$ cat src/rtl/core/crc8_framed_packet_receiver_defines.svh
// Assertion macros for the CRC-8 framed packet receiver RTL.
// Each macro expects clk and arst_n in scope.
`ifndef CRC8_FRAMED_PACKET_RECEIVER_DEFINES_SVH
`define CRC8_FRAMED_PACKET_RECEIVER_DEFINES_SVH

// Same-cycle implication, disabled during reset.
`define CRC8FPR_ASSERT_NOW(label, ante, cons, msg) \
	label: assert property (@(posedge clk) disable iff (!arst_n) (ante) |-> (cons)) \
		else $error(msg);

// Next-cycle implication, disabled during reset.
`define CRC8FPR_ASSERT_NEXT(label, ante, cons, msg) \
	label: assert property (@(posedge clk) disable iff (!arst_n) (ante) |=> (cons)) \
		else $error(msg);

`endif

$ cat src/rtl/core/crc8fpr_pkg.sv
// Package for the CRC-8 framed packet receiver: codes, types, CRC step.
// No dependencies.
`default_nettype none

package crc8fpr_pkg;

	localparam int BUFFER_BYTES_DEF = 64;
	localparam int STORE_MAX        = 60;
	localparam int QUEUE_DEPTH      = 2;

	localparam logic [7:0] CRC_POLY = 8'h07;
	localparam logic [7:0] HDR_A    = 8'hAA;
	localparam logic [7:0] HDR_B    = 8'h55;
	localparam logic [7:0] TAIL_A   = 8'h0D;
	localparam logic [7:0] TAIL_B   = 8'h0A;

	typedef enum logic [1:0] {
		ST_OK  = 2'd0,
		ST_CRC = 2'd1,
		ST_LEN = 2'd2
	} status_t;

	typedef enum logic [2:0] {
		PH_HDR1, PH_HDR2, PH_LEN, PH_CMD, PH_DATA, PH_CRC, PH_TAIL1, PH_TAIL2
	} phase_t;

	typedef enum logic [1:0] {
		B_IDLE, B_READ, B_PUSH
	} back_st_t;

	typedef struct packed {
		status_t    status;
		logic [7:0] command;
		logic [5:0] length;
	} job_t;

	typedef struct packed {
		logic       en;
		logic [5:0] addr;
		logic [7:0] data;
	} mem_wr_t;

	function automatic int len_limit(input int buffer_bytes);
		int lim;
		begin
			lim = (buffer_bytes > 4) ? buffer_bytes - 4 : 0;
			return (lim > STORE_MAX) ? STORE_MAX : lim;
		end
	endfunction

	function automatic logic [7:0] crc_step(input logic [7:0] c, input logic [7:0] b);
		logic [7:0] v;
		begin
			v = c ^ b;
			for (int i = 0; i < 8; i++) begin
				v = v[7] ? ((v << 1) ^ CRC_POLY) : (v << 1);
			end
			return v;
		end
	endfunction

endpackage

`default_nettype wire

$ cat src/rtl/core/crc8fpr_if.sv
// Valid/ready channel interfaces: received bytes in, frame results out.
// No dependencies.
`default_nettype none

interface crc8fpr_byte_if;
	logic       valid;
	logic       ready;
	logic [7:0] rx_byte;

	modport source (output valid, output rx_byte, input ready);
	modport sink   (input valid, input rx_byte, output ready);
endinterface

interface crc8fpr_result_if;
	logic       valid;
	logic       ready;
	logic [1:0] status;
	logic [7:0] command;
	logic [5:0] payload_length;
	logic       has_byte;
	logic [7:0] data_byte;
	logic [5:0] byte_index;
	logic       last;

	modport source (output valid, output status, output command, output payload_length,
		output has_byte, output data_byte, output byte_index, output last, input ready);
	modport sink   (input valid, input status, input command, input payload_length,
		input has_byte, input data_byte, input byte_index, input last, output ready);
endinterface

`default_nettype wire

$ cat src/rtl/core/crc8_framed_packet_receiver.sv
// CRC-8 framed packet receiver.
// Bytes enter on rx (valid/ready). Frames are AA 55, length, command,
// payload, CRC-8 (poly 07, init 0, over length/command/payload), 0D 0A.
// Results leave on result (valid/ready): one per payload byte, or one for
// an empty payload, with the last one flagged; a CRC mismatch or an
// oversize length gives a single error result. Bad header/tail bytes are
// dropped silently.
// The parser takes one byte per cycle while rx.ready is high. Each
// payload result takes a registered store read, then an output load. A
// frame's job enters the job queue when its final 0A byte is accepted.
// rx.ready drops in the payload phase while an earlier job is queued or
// draining, since the payload store has one write and one read port; it
// also drops when the two-entry job queue is full.
// A stalled result receiver holds the output register; the parser keeps
// taking bytes until the job queue or the store blocks it.
// Reset clears parser, queue and sequencer; the store is not cleared.
// Depends on crc8fpr_pkg, crc8fpr_if, crc8fpr_front, crc8fpr_queue, crc8fpr_back.
`default_nettype none

module crc8_framed_packet_receiver #(
	parameter int BUFFER_BYTES = crc8fpr_pkg::BUFFER_BYTES_DEF
) (
	input  wire logic          clk,
	input  wire logic          arst_n,
	crc8fpr_byte_if.sink       rx,
	crc8fpr_result_if.source   result
);

	crc8fpr_pkg::job_t    push_job, head;
	crc8fpr_pkg::mem_wr_t wr;
	logic push, pop, q_empty, q_full, active, back_busy;

	assign back_busy = !q_empty || active;

	crc8fpr_front #(.BUFFER_BYTES(BUFFER_BYTES)) u_front (
		.clk       (clk),
		.arst_n    (arst_n),
		.rx        (rx),
		.q_full    (q_full),
		.back_busy (back_busy),
		.push      (push),
		.push_job  (push_job),
		.wr        (wr)
	);

	crc8fpr_queue u_queue (
		.clk      (clk),
		.arst_n   (arst_n),
		.push     (push),
		.push_job (push_job),
		.pop      (pop),
		.head     (head),
		.empty    (q_empty),
		.full     (q_full)
	);

	crc8fpr_back #(.BUFFER_BYTES(BUFFER_BYTES)) u_back (
		.clk     (clk),
		.arst_n  (arst_n),
		.wr      (wr),
		.head    (head),
		.q_empty (q_empty),
		.pop     (pop),
		.active  (active),
		.result  (result)
	);

endmodule

`default_nettype wire

$ cat src/rtl/core/crc8fpr_front.sv
// Frame parser: accepts bytes, tracks CRC, writes payload, queues result jobs.
// Depends on crc8fpr_pkg and crc8fpr_byte_if.
`default_nettype none

module crc8fpr_front #(
	parameter int BUFFER_BYTES = crc8fpr_pkg::BUFFER_BYTES_DEF
) (
	input  wire logic                  clk,
	input  wire logic                  arst_n,
	crc8fpr_byte_if.sink               rx,
	input  wire logic                  q_full,
	input  wire logic                  back_busy,
	output logic                       push,
	output crc8fpr_pkg::job_t          push_job,
	output crc8fpr_pkg::mem_wr_t       wr
);

	localparam int LenLimit = crc8fpr_pkg::len_limit(BUFFER_BYTES);

	crc8fpr_pkg::phase_t phase_q, phase_nx;
	logic [5:0] cnt_q, len_q;
	logic [7:0] cmd_q, crc_q;
	logic [7:0] b, crc_nx;
	logic [5:0] cnt_inc;
	logic       accept, len_ok;

	assign b        = rx.rx_byte;
	assign rx.ready = !q_full && !(phase_q == crc8fpr_pkg::PH_DATA && back_busy);
	assign accept   = rx.valid && rx.ready;
	assign len_ok   = (b <= 8'(LenLimit));
	assign cnt_inc  = cnt_q + 6'd1;
	assign crc_nx   = crc8fpr_pkg::crc_step((phase_q == crc8fpr_pkg::PH_LEN) ? 8'h00 : crc_q, b);

	always_comb begin
		phase_nx = phase_q;
		case (phase_q)
			crc8fpr_pkg::PH_HDR1: if (b == crc8fpr_pkg::HDR_A) phase_nx = crc8fpr_pkg::PH_HDR2;
			crc8fpr_pkg::PH_HDR2: begin
				phase_nx = (b == crc8fpr_pkg::HDR_B) ? crc8fpr_pkg::PH_LEN : crc8fpr_pkg::PH_HDR1;
			end
			crc8fpr_pkg::PH_LEN: begin
				phase_nx = len_ok ? crc8fpr_pkg::PH_CMD : crc8fpr_pkg::PH_HDR1;
			end
			crc8fpr_pkg::PH_CMD: begin
				phase_nx = (len_q != 6'd0) ? crc8fpr_pkg::PH_DATA : crc8fpr_pkg::PH_CRC;
			end
			crc8fpr_pkg::PH_DATA: if (cnt_inc >= len_q) phase_nx = crc8fpr_pkg::PH_CRC;
			crc8fpr_pkg::PH_CRC: begin
				phase_nx = (b == crc_q) ? crc8fpr_pkg::PH_TAIL1 : crc8fpr_pkg::PH_HDR1;
			end
			crc8fpr_pkg::PH_TAIL1: begin
				phase_nx = (b == crc8fpr_pkg::TAIL_A) ? crc8fpr_pkg::PH_TAIL2 : crc8fpr_pkg::PH_HDR1;
			end
			default: phase_nx = crc8fpr_pkg::PH_HDR1;
		endcase
	end

	always_comb begin
		push             = 1'b0;
		push_job.status  = crc8fpr_pkg::ST_OK;
		push_job.command = 8'h00;
		push_job.length  = 6'd0;
		wr.en            = 1'b0;
		wr.addr          = cnt_q;
		wr.data          = b;
		case (phase_q)
			crc8fpr_pkg::PH_LEN: begin
				push            = accept && !len_ok;
				push_job.status = crc8fpr_pkg::ST_LEN;
			end
			crc8fpr_pkg::PH_DATA: wr.en = accept;
			crc8fpr_pkg::PH_CRC: begin
				push            = accept && (b != crc_q);
				push_job.status = crc8fpr_pkg::ST_CRC;
			end
			crc8fpr_pkg::PH_TAIL2: begin
				push             = accept && (b == crc8fpr_pkg::TAIL_B);
				push_job.command = cmd_q;
				push_job.length  = len_q;
			end
			default: ;
		endcase
	end

	always_ff @(posedge clk or negedge arst_n) begin
		if (!arst_n) begin
			phase_q <= crc8fpr_pkg::PH_HDR1;
			cnt_q   <= 6'd0;
			len_q   <= 6'd0;
			cmd_q   <= 8'h00;
			crc_q   <= 8'h00;
		end else if (accept) begin
			phase_q <= phase_nx;
			case (phase_q)
				crc8fpr_pkg::PH_LEN: begin
					crc_q <= crc_nx;
					if (len_ok) begin
						len_q <= b[5:0];
						cnt_q <= 6'd0;
					end
				end
				crc8fpr_pkg::PH_CMD: begin
					cmd_q <= b;
					crc_q <= crc_nx;
				end
				crc8fpr_pkg::PH_DATA: begin
					cnt_q <= cnt_inc;
					crc_q <= crc_nx;
				end
				default: ;
			endcase
		end
	end

endmodule

`default_nettype wire

$ cat src/rtl/core/crc8fpr_queue.sv
// Short job FIFO between the parser and the result sequencer.
// Depends on crc8fpr_pkg.
`default_nettype none

module crc8fpr_queue (
	input  wire logic               clk,
	input  wire logic               arst_n,
	input  wire logic               push,
	input  wire crc8fpr_pkg::job_t  push_job,
	input  wire logic               pop,
	output crc8fpr_pkg::job_t       head,
	output logic                    empty,
	output logic                    full
);

	localparam int Depth = crc8fpr_pkg::QUEUE_DEPTH;
	localparam int PW    = (Depth > 1) ? $clog2(Depth) : 1;
	localparam int CW    = $clog2(Depth + 1);

	crc8fpr_pkg::job_t ent_q [Depth];
	logic [PW-1:0] wp_q, rp_q;
	logic [CW-1:0] cnt_q;
	logic          do_push, do_pop;

	assign empty   = (cnt_q == CW'(0));
	assign full    = (cnt_q == CW'(Depth));
	assign do_push = push && !full;
	assign do_pop  = pop && !empty;
	assign head    = ent_q[rp_q];

	always_ff @(posedge clk) begin
		if (do_push) ent_q[wp_q] <= push_job;
	end

	always_ff @(posedge clk or negedge arst_n) begin
		if (!arst_n) begin
			wp_q  <= '0;
			rp_q  <= '0;
			cnt_q <= '0;
		end else begin
			if (do_push) wp_q <= (wp_q == PW'(Depth - 1)) ? '0 : wp_q + PW'(1);
			if (do_pop)  rp_q <= (rp_q == PW'(Depth - 1)) ? '0 : rp_q + PW'(1);
			if (do_push && !do_pop)      cnt_q <= cnt_q + CW'(1);
			else if (do_pop && !do_push) cnt_q <= cnt_q - CW'(1);
		end
	end

endmodule

`default_nettype wire

$ cat src/rtl/core/crc8fpr_back.sv
// Result sequencer: payload store, job execution, registered result output.
// Depends on crc8fpr_pkg, crc8fpr_result_if and the assertion macro header.
`default_nettype none
`include "crc8_framed_packet_receiver_defines.svh"

module crc8fpr_back #(
	parameter int BUFFER_BYTES = crc8fpr_pkg::BUFFER_BYTES_DEF
) (
	input  wire logic                  clk,
	input  wire logic                  arst_n,
	input  wire crc8fpr_pkg::mem_wr_t  wr,
	input  wire crc8fpr_pkg::job_t     head,
	input  wire logic                  q_empty,
	output logic                       pop,
	output logic                       active,
	crc8fpr_result_if.source           result
);

	localparam int Depth = (crc8fpr_pkg::len_limit(BUFFER_BYTES) > 0) ?
		crc8fpr_pkg::len_limit(BUFFER_BYTES) : 1;
	localparam int AW    = (Depth > 1) ? $clog2(Depth) : 1;

	logic [7:0] mem [Depth];
	logic [7:0] rd_data_q;

	crc8fpr_pkg::back_st_t st_q, st_nx;
	crc8fpr_pkg::job_t     job_q;
	logic [5:0] idx_q;
	logic       oval_q, out_free, load, has, lst;

	always_ff @(posedge clk) begin
		if (wr.en) mem[wr.addr[AW-1:0]] <= wr.data;
		rd_data_q <= mem[idx_q[AW-1:0]];
	end

	assign out_free = !oval_q || result.ready;
	assign has      = (job_q.status == crc8fpr_pkg::ST_OK) && (job_q.length != 6'd0);
	assign lst      = !has || ((idx_q + 6'd1) == job_q.length);

	always_comb begin
		st_nx = st_q;
		case (st_q)
			crc8fpr_pkg::B_IDLE: if (!q_empty) st_nx = crc8fpr_pkg::B_READ;
			crc8fpr_pkg::B_READ: st_nx = crc8fpr_pkg::B_PUSH;
			crc8fpr_pkg::B_PUSH: begin
				if (out_free) st_nx = lst ? crc8fpr_pkg::B_IDLE : crc8fpr_pkg::B_READ;
			end
			default: st_nx = crc8fpr_pkg::B_IDLE;
		endcase
	end

	always_comb begin
		pop    = 1'b0;
		load   = 1'b0;
		active = 1'b1;
		case (st_q)
			crc8fpr_pkg::B_IDLE: begin
				pop    = !q_empty;
				active = 1'b0;
			end
			crc8fpr_pkg::B_PUSH: load = out_free;
			default: ;
		endcase
	end

	always_ff @(posedge clk or negedge arst_n) begin
		if (!arst_n) begin
			st_q   <= crc8fpr_pkg::B_IDLE;
			idx_q  <= 6'd0;
			oval_q <= 1'b0;
		end else begin
			st_q <= st_nx;
			if (pop) idx_q <= 6'd0;
			else if (load && !lst) idx_q <= idx_q + 6'd1;
			if (load) oval_q <= 1'b1;
			else if (result.ready) oval_q <= 1'b0;
		end
	end

	always_ff @(posedge clk) begin
		if (pop) job_q <= head;
		if (load) begin
			result.status         <= job_q.status;
			result.command        <= job_q.command;
			result.payload_length <= job_q.length;
			result.has_byte       <= has;
			result.data_byte      <= has ? rd_data_q : 8'h00;
			result.byte_index     <= has ? idx_q : 6'd0;
			result.last           <= lst;
		end
	end

	assign result.valid = oval_q;

	// payload must not change under a drain in progress
	`CRC8FPR_ASSERT_NOW(a_wr_idle, wr.en, st_q == crc8fpr_pkg::B_IDLE, "store written while draining")
	`CRC8FPR_ASSERT_NEXT(a_push_hold, st_q == crc8fpr_pkg::B_PUSH && !out_free, st_q == crc8fpr_pkg::B_PUSH, "push left while blocked")
	`CRC8FPR_ASSERT_NOW(a_idx_range, result.valid && result.has_byte, result.byte_index < result.payload_length, "index past length")

endmodule

`default_nettype wire
$ cat src/flat_wrapper.sv
// flat-port wrapper written by rule: the top's interface ports become plain ports
module crc8_framed_packet_receiver_flat 
#(
	parameter int BUFFER_BYTES = crc8fpr_pkg::BUFFER_BYTES_DEF
)
  (clk, arst_n, rx_valid, rx_rx_byte, rx_ready, result_valid, result_status, result_command, result_payload_length, result_has_byte, result_data_byte, result_byte_index, result_last, result_ready);
  crc8fpr_byte_if rx_i ();
  crc8fpr_result_if result_i ();
  input  wire logic clk;
  input  wire logic arst_n;
  input wire logic [$bits(rx_i.valid)-1:0] rx_valid;
  input wire logic [$bits(rx_i.rx_byte)-1:0] rx_rx_byte;
  output wire logic [$bits(rx_i.ready)-1:0] rx_ready;
  output wire logic [$bits(result_i.valid)-1:0] result_valid;
  output wire logic [$bits(result_i.status)-1:0] result_status;
  output wire logic [$bits(result_i.command)-1:0] result_command;
  output wire logic [$bits(result_i.payload_length)-1:0] result_payload_length;
  output wire logic [$bits(result_i.has_byte)-1:0] result_has_byte;
  output wire logic [$bits(result_i.data_byte)-1:0] result_data_byte;
  output wire logic [$bits(result_i.byte_index)-1:0] result_byte_index;
  output wire logic [$bits(result_i.last)-1:0] result_last;
  input wire logic [$bits(result_i.ready)-1:0] result_ready;
  assign rx_i.valid = rx_valid;
  assign rx_i.rx_byte = rx_rx_byte;
  assign rx_ready = rx_i.ready;
  assign result_valid = result_i.valid;
  assign result_status = result_i.status;
  assign result_command = result_i.command;
  assign result_payload_length = result_i.payload_length;
  assign result_has_byte = result_i.has_byte;
  assign result_data_byte = result_i.data_byte;
  assign result_byte_index = result_i.byte_index;
  assign result_last = result_i.last;
  assign result_i.ready = result_ready;
  crc8_framed_packet_receiver #(.BUFFER_BYTES(BUFFER_BYTES)) u_core (.clk(clk), .arst_n(arst_n), .rx(rx_i), .result(result_i));
endmodule
$ cat config.mk
export PLATFORM = sky130hd
export DESIGN_NAME = crc8_framed_packet_receiver_flat
export DESIGN_NICKNAME = d
export VERILOG_FILES = /design/src/rtl/core/crc8fpr_pkg.sv /design/src/rtl/core/crc8fpr_if.sv /design/src/rtl/core/crc8_framed_packet_receiver.sv /design/src/rtl/core/crc8fpr_front.sv /design/src/rtl/core/crc8fpr_queue.sv /design/src/rtl/core/crc8fpr_back.sv /design/src/flat_wrapper.sv
export VERILOG_INCLUDE_DIRS = /design/src /design/src/rtl/core
export SDC_FILE = /design/constraint.sdc
export NUM_CORES = 1
export LEC_CHECK = 0
export BUFFER_PORTS_ARGS = -buffer_cell sky130_fd_sc_hd__buf_2
export CORE_UTILIZATION = 60
export CTS_BUF_LIST = sky130_fd_sc_hd__clkbuf_4 sky130_fd_sc_hd__clkbuf_8
export DETAILED_ROUTE_END_ITERATION = 6
export GPL_TIMING_DRIVEN = 0
export PLACE_DENSITY_LB_ADDON = 0.25
export SYNTH_ARGS = -nofsm -noshare
export SYNTH_HDL_FRONTEND = slang
export SYNTH_SLANG_ARGS = --single-unit
$ cat constraint.sdc
create_clock -name clk -period 8.2 [get_ports clk]
set_input_delay 0.82 -clock clk [delete_from_list [all_inputs] [get_ports clk]]
set_output_delay 0.82 -clock clk [all_outputs]
set_load 0.005 [all_outputs]
==> metrics.txt <==
antenna cell count 0; clock transition at the registers of the reported paths 0.05 ns; drt total wl approximately 56 mm; H-tree Lvls 3; Worst setup EP type flop; non-filler cells, final 2075; maximum vdd drop approximately 0.19 mV; CTS tree done; CP startpoint kind primary input; # Max-Cap Violations 0; DR iter-0 viols 1492; HPWL after DPL roughly 35 mm; number of routed nets with antenna violations 0; Crit Path Max Fanout 61; GRT Residual Overflow 0; FF+latch count, synth approximately 610; critical-path cell list buf_2 -> buf_2 -> nor4bb_1 -> nor3b_1 -> a21oi_1 -> a21oi_1 -> nor2b_2; # port buffers 45; CTS Hold Buffers Added 0; crit share post-route 46.59%; number of antenna violations at the first check in global routing 0; remaining routing DRC violations 0; prevailing post-synth register cell edfxtp_1; Syn Nets 1352; Setup TNS 0 ns; FMAX between 0.2 and 0.3 GHz; leakage power 8.914 nW; Nets 1493; worst skew pair latency 0.66 ns; Via-to-Cell Ratio 6.357; Syn Inst Count around 1.3k; final-report setup violation count 0; Die Area 41550 sq um; Seq/Total Area, Yosys 73.95%; num rows between 70 and 80; global placer's final weighted congestion 0.8820; Mapped Area 24450 sq um; PwrDens 260.8 nW/um^2; number of buffers created by CTS 94; root cell of the clock tree clkbuf_8; share of layout cells above drive strength 1 approximately 25%; slew margin rel. 11.57%; max-slew violation count 0; Post-CTS Resized 0; Slowest-stage cell, CP buf_2; Fin. Hold Viols 0; post-synth cell types 63; Largest stage delay, worst path approximately 0.93 ns; Power, Total 7.101 mW; gr usage total 27.89%; Crit Path Class in2reg; DRT Pass-1 Iters 5; clock skew roughly 0.018 ns; drt wl/cell 26.75 um; I/O pin cnt 46; area delta synth->final 11.38%; Post-synth EDFFs 560; HP Class in2async; Synth Area per Inst 18.37 sq um; vias in the first global route 13.34k; DIE HEIGHT just over 200 um; # clock sinks between 600 and 700; RSZ-0062 raised after global routing no; Final Critical Period 3.821 ns; starting density of the core 61.25%; WP data required 8.47 ns; outcome finished clean; Critical Path AT roughly 4.1 ns; worst r2r path cells 7; via count about 13k; first-pass GRT wire length approximately 83 mm; postcts setup bufs 0; post-synthesis async set-or-reset flop share 7.190%; Die Wd 203.9 um; worst-margin pin slew about 1.3 ns; CTS Buffer Depth 3; synth warn 0; Inst Count DP 1901; largest net degree at the start of global routing 62; core area approximately 40000 sq um
-- cell families after synthesis --
family | count (synthesis) | synth area share, %
compound gates | 149 | 4.192
xor+xnor | 46 | 1.812
fa+ha+maj | 9 | 0.4606
buf+inv | 91 | 1.648
flops | 612 | 73.95
mux | 172 | 12.94
simple gates | 252 | 5.001
-- stage by stage --
step	setup WS (ns)	cell area [sq um]	utilization (%)	hold WS (ns)
3_3_place_gp	3.395	25330	63.46	0.4031
2_1_floorplan	4.833	24450	-	0.4003
4_1_cts	4.022	27220	68.21	0.3780
6_report	4.379	27230	68.21	0.3692
3_5_place_dp	3.348	25340	63.47	0.4089
5_1_grt	4.011	27230	68.21	0.4267
-- final timing paths --
check	startpoint	end	slack (ns)
worst max-delay path	rx_rx_byte[3]	u_core.u_queue.ent_q[0][3]$_DFFE_PP_	4.38
worst min-delay path	arst_n	u_core.u_front.crc_q[3]$_DFFE_PN0P_	0.37
worst max register to register	u_core.u_queue.cnt_q[0]$_DFFE_PN0P_	u_core.u_back.mem[1][2]$_DFFE_PP_	4.75
worst min register to register	u_core.u_back.job_q[7]$_DFFE_PP_	u_core.u_back.result.command[1]$_DFFE_PP_	0.42
max in group asynchronous	arst_n	u_core.u_back.idx_q[5]$_DFFE_PN0P_	7.14
min in group clk	u_core.u_back.job_q[7]$_DFFE_PP_	u_core.u_back.result.command[1]$_DFFE_PP_	0.42
-- report_power, final --
group	leakage (nW)	internal [mW]	switching (mW)
sequential	5.65	3.54	0.0449
clock	1.01	1.38	1.16
combinational	2.26	0.399	0.580
-- synthesized netlist by cell type, types with 28 or more instances --
master	n	area [sq um]
mux4_2	112	2522
a22oi_1	46	345.3
o21ai_0	29	145.1
edfxtp_1	560	16820
mux2_2	32	360.4
buf_2	30	150.1
and2_1	32	200.2
dfrtp_1	44	1101
nand2_1	56	210.2
mux2i_1	28	280.3
nor2_1	90	337.8
clkbuf_1	38	142.6
-- registers in the layout (all words and copies together), names as in the netlist --
signal,cells
u_core.u_back.mem,480
u_core.u_queue.ent_q,32
u_core.u_back.job_q,16
u_core.u_back.rd_data_q,8
u_core.u_back.result.command,8
u_core.u_back.result.data_byte,8
u_core.u_front.cmd_q,8
u_core.u_front.crc_q,8
u_core.u_back.idx_q,6
u_core.u_back.result.byte_index,6
u_core.u_back.result.payload_length,6
u_core.u_front.cnt_q,6
u_core.u_front.len_q,6
u_core.u_front.phase_q,3
u_core.u_back.result.status,2
u_core.u_back.st_q,2
u_core.u_queue.cnt_q,2
u_core.u_back.result.has_byte,1
u_core.u_back.result.last,1
u_core.u_back.result.valid,1
u_core.u_queue.rp_q,1
u_core.u_queue.wp_q,1
-- area by class of cell --
cell class	count	area (sq um)
timing repair buffer	45	225.2
inverter	14	52.55
clock buffer	129	1575
buffer	77	350.3
tap	525	656.9
clock inverter	45	314.1
multi-input combinational	628	5976
sequential	612	18080
fill	2544	12690
-- metal layers --
metal	vias to the layer above	share of wire [%]	global-route usage, %
met1	6737	40	39.18
met5	-	0	0
met3	123	10	7.127
li1	5596	-	-
met4	0	3.0	11.14
met2	735	47	42.37
-- worst max-delay path: cells and delay by family --
| family | cells | cell delay (ns) |
|---|---|---|
| simple gates | 3 | 1.40 |
| compound gates | 2 | 0.47 |
| buf+inv | 2 | 1.36 |
-- cell usage in the layout (no fill, tap or decap), drive strengths merged, types with 6 or more instances in the layout --
| master | Yosys | final |
|---|---|---|
| nand2 | 57 | 57 |
| a31oi | 7 | 7 |
| dfrtp | 44 | 44 |
| nand3 | 17 | 17 |
| o211ai | 8 | 8 |
| buf | 38 | 83 |
| and2 | 32 | 32 |
| edfxtp | 560 | 560 |
| nand2b | 9 | 9 |
| dfxtp | 8 | 8 |
| inv | 14 | 16 |
| nor3 | 9 | 9 |
| nor2b | 8 | 8 |
| mux2i | 28 | 28 |
| xor2 | 19 | 19 |
| clkinv | 0 | 37 |
| clkbuf | 39 | 168 |
| a21o | 6 | 6 |
| o221ai | 6 | 6 |
| a22oi | 46 | 46 |
| mux4 | 112 | 112 |
| mux2 | 32 | 32 |
| xnor2 | 26 | 26 |
| a21oi | 19 | 19 |
| o21ai | 30 | 30 |
| ha | 9 | 9 |
| nor2 | 90 | 90 |
(Power assumes the default switching activity.)
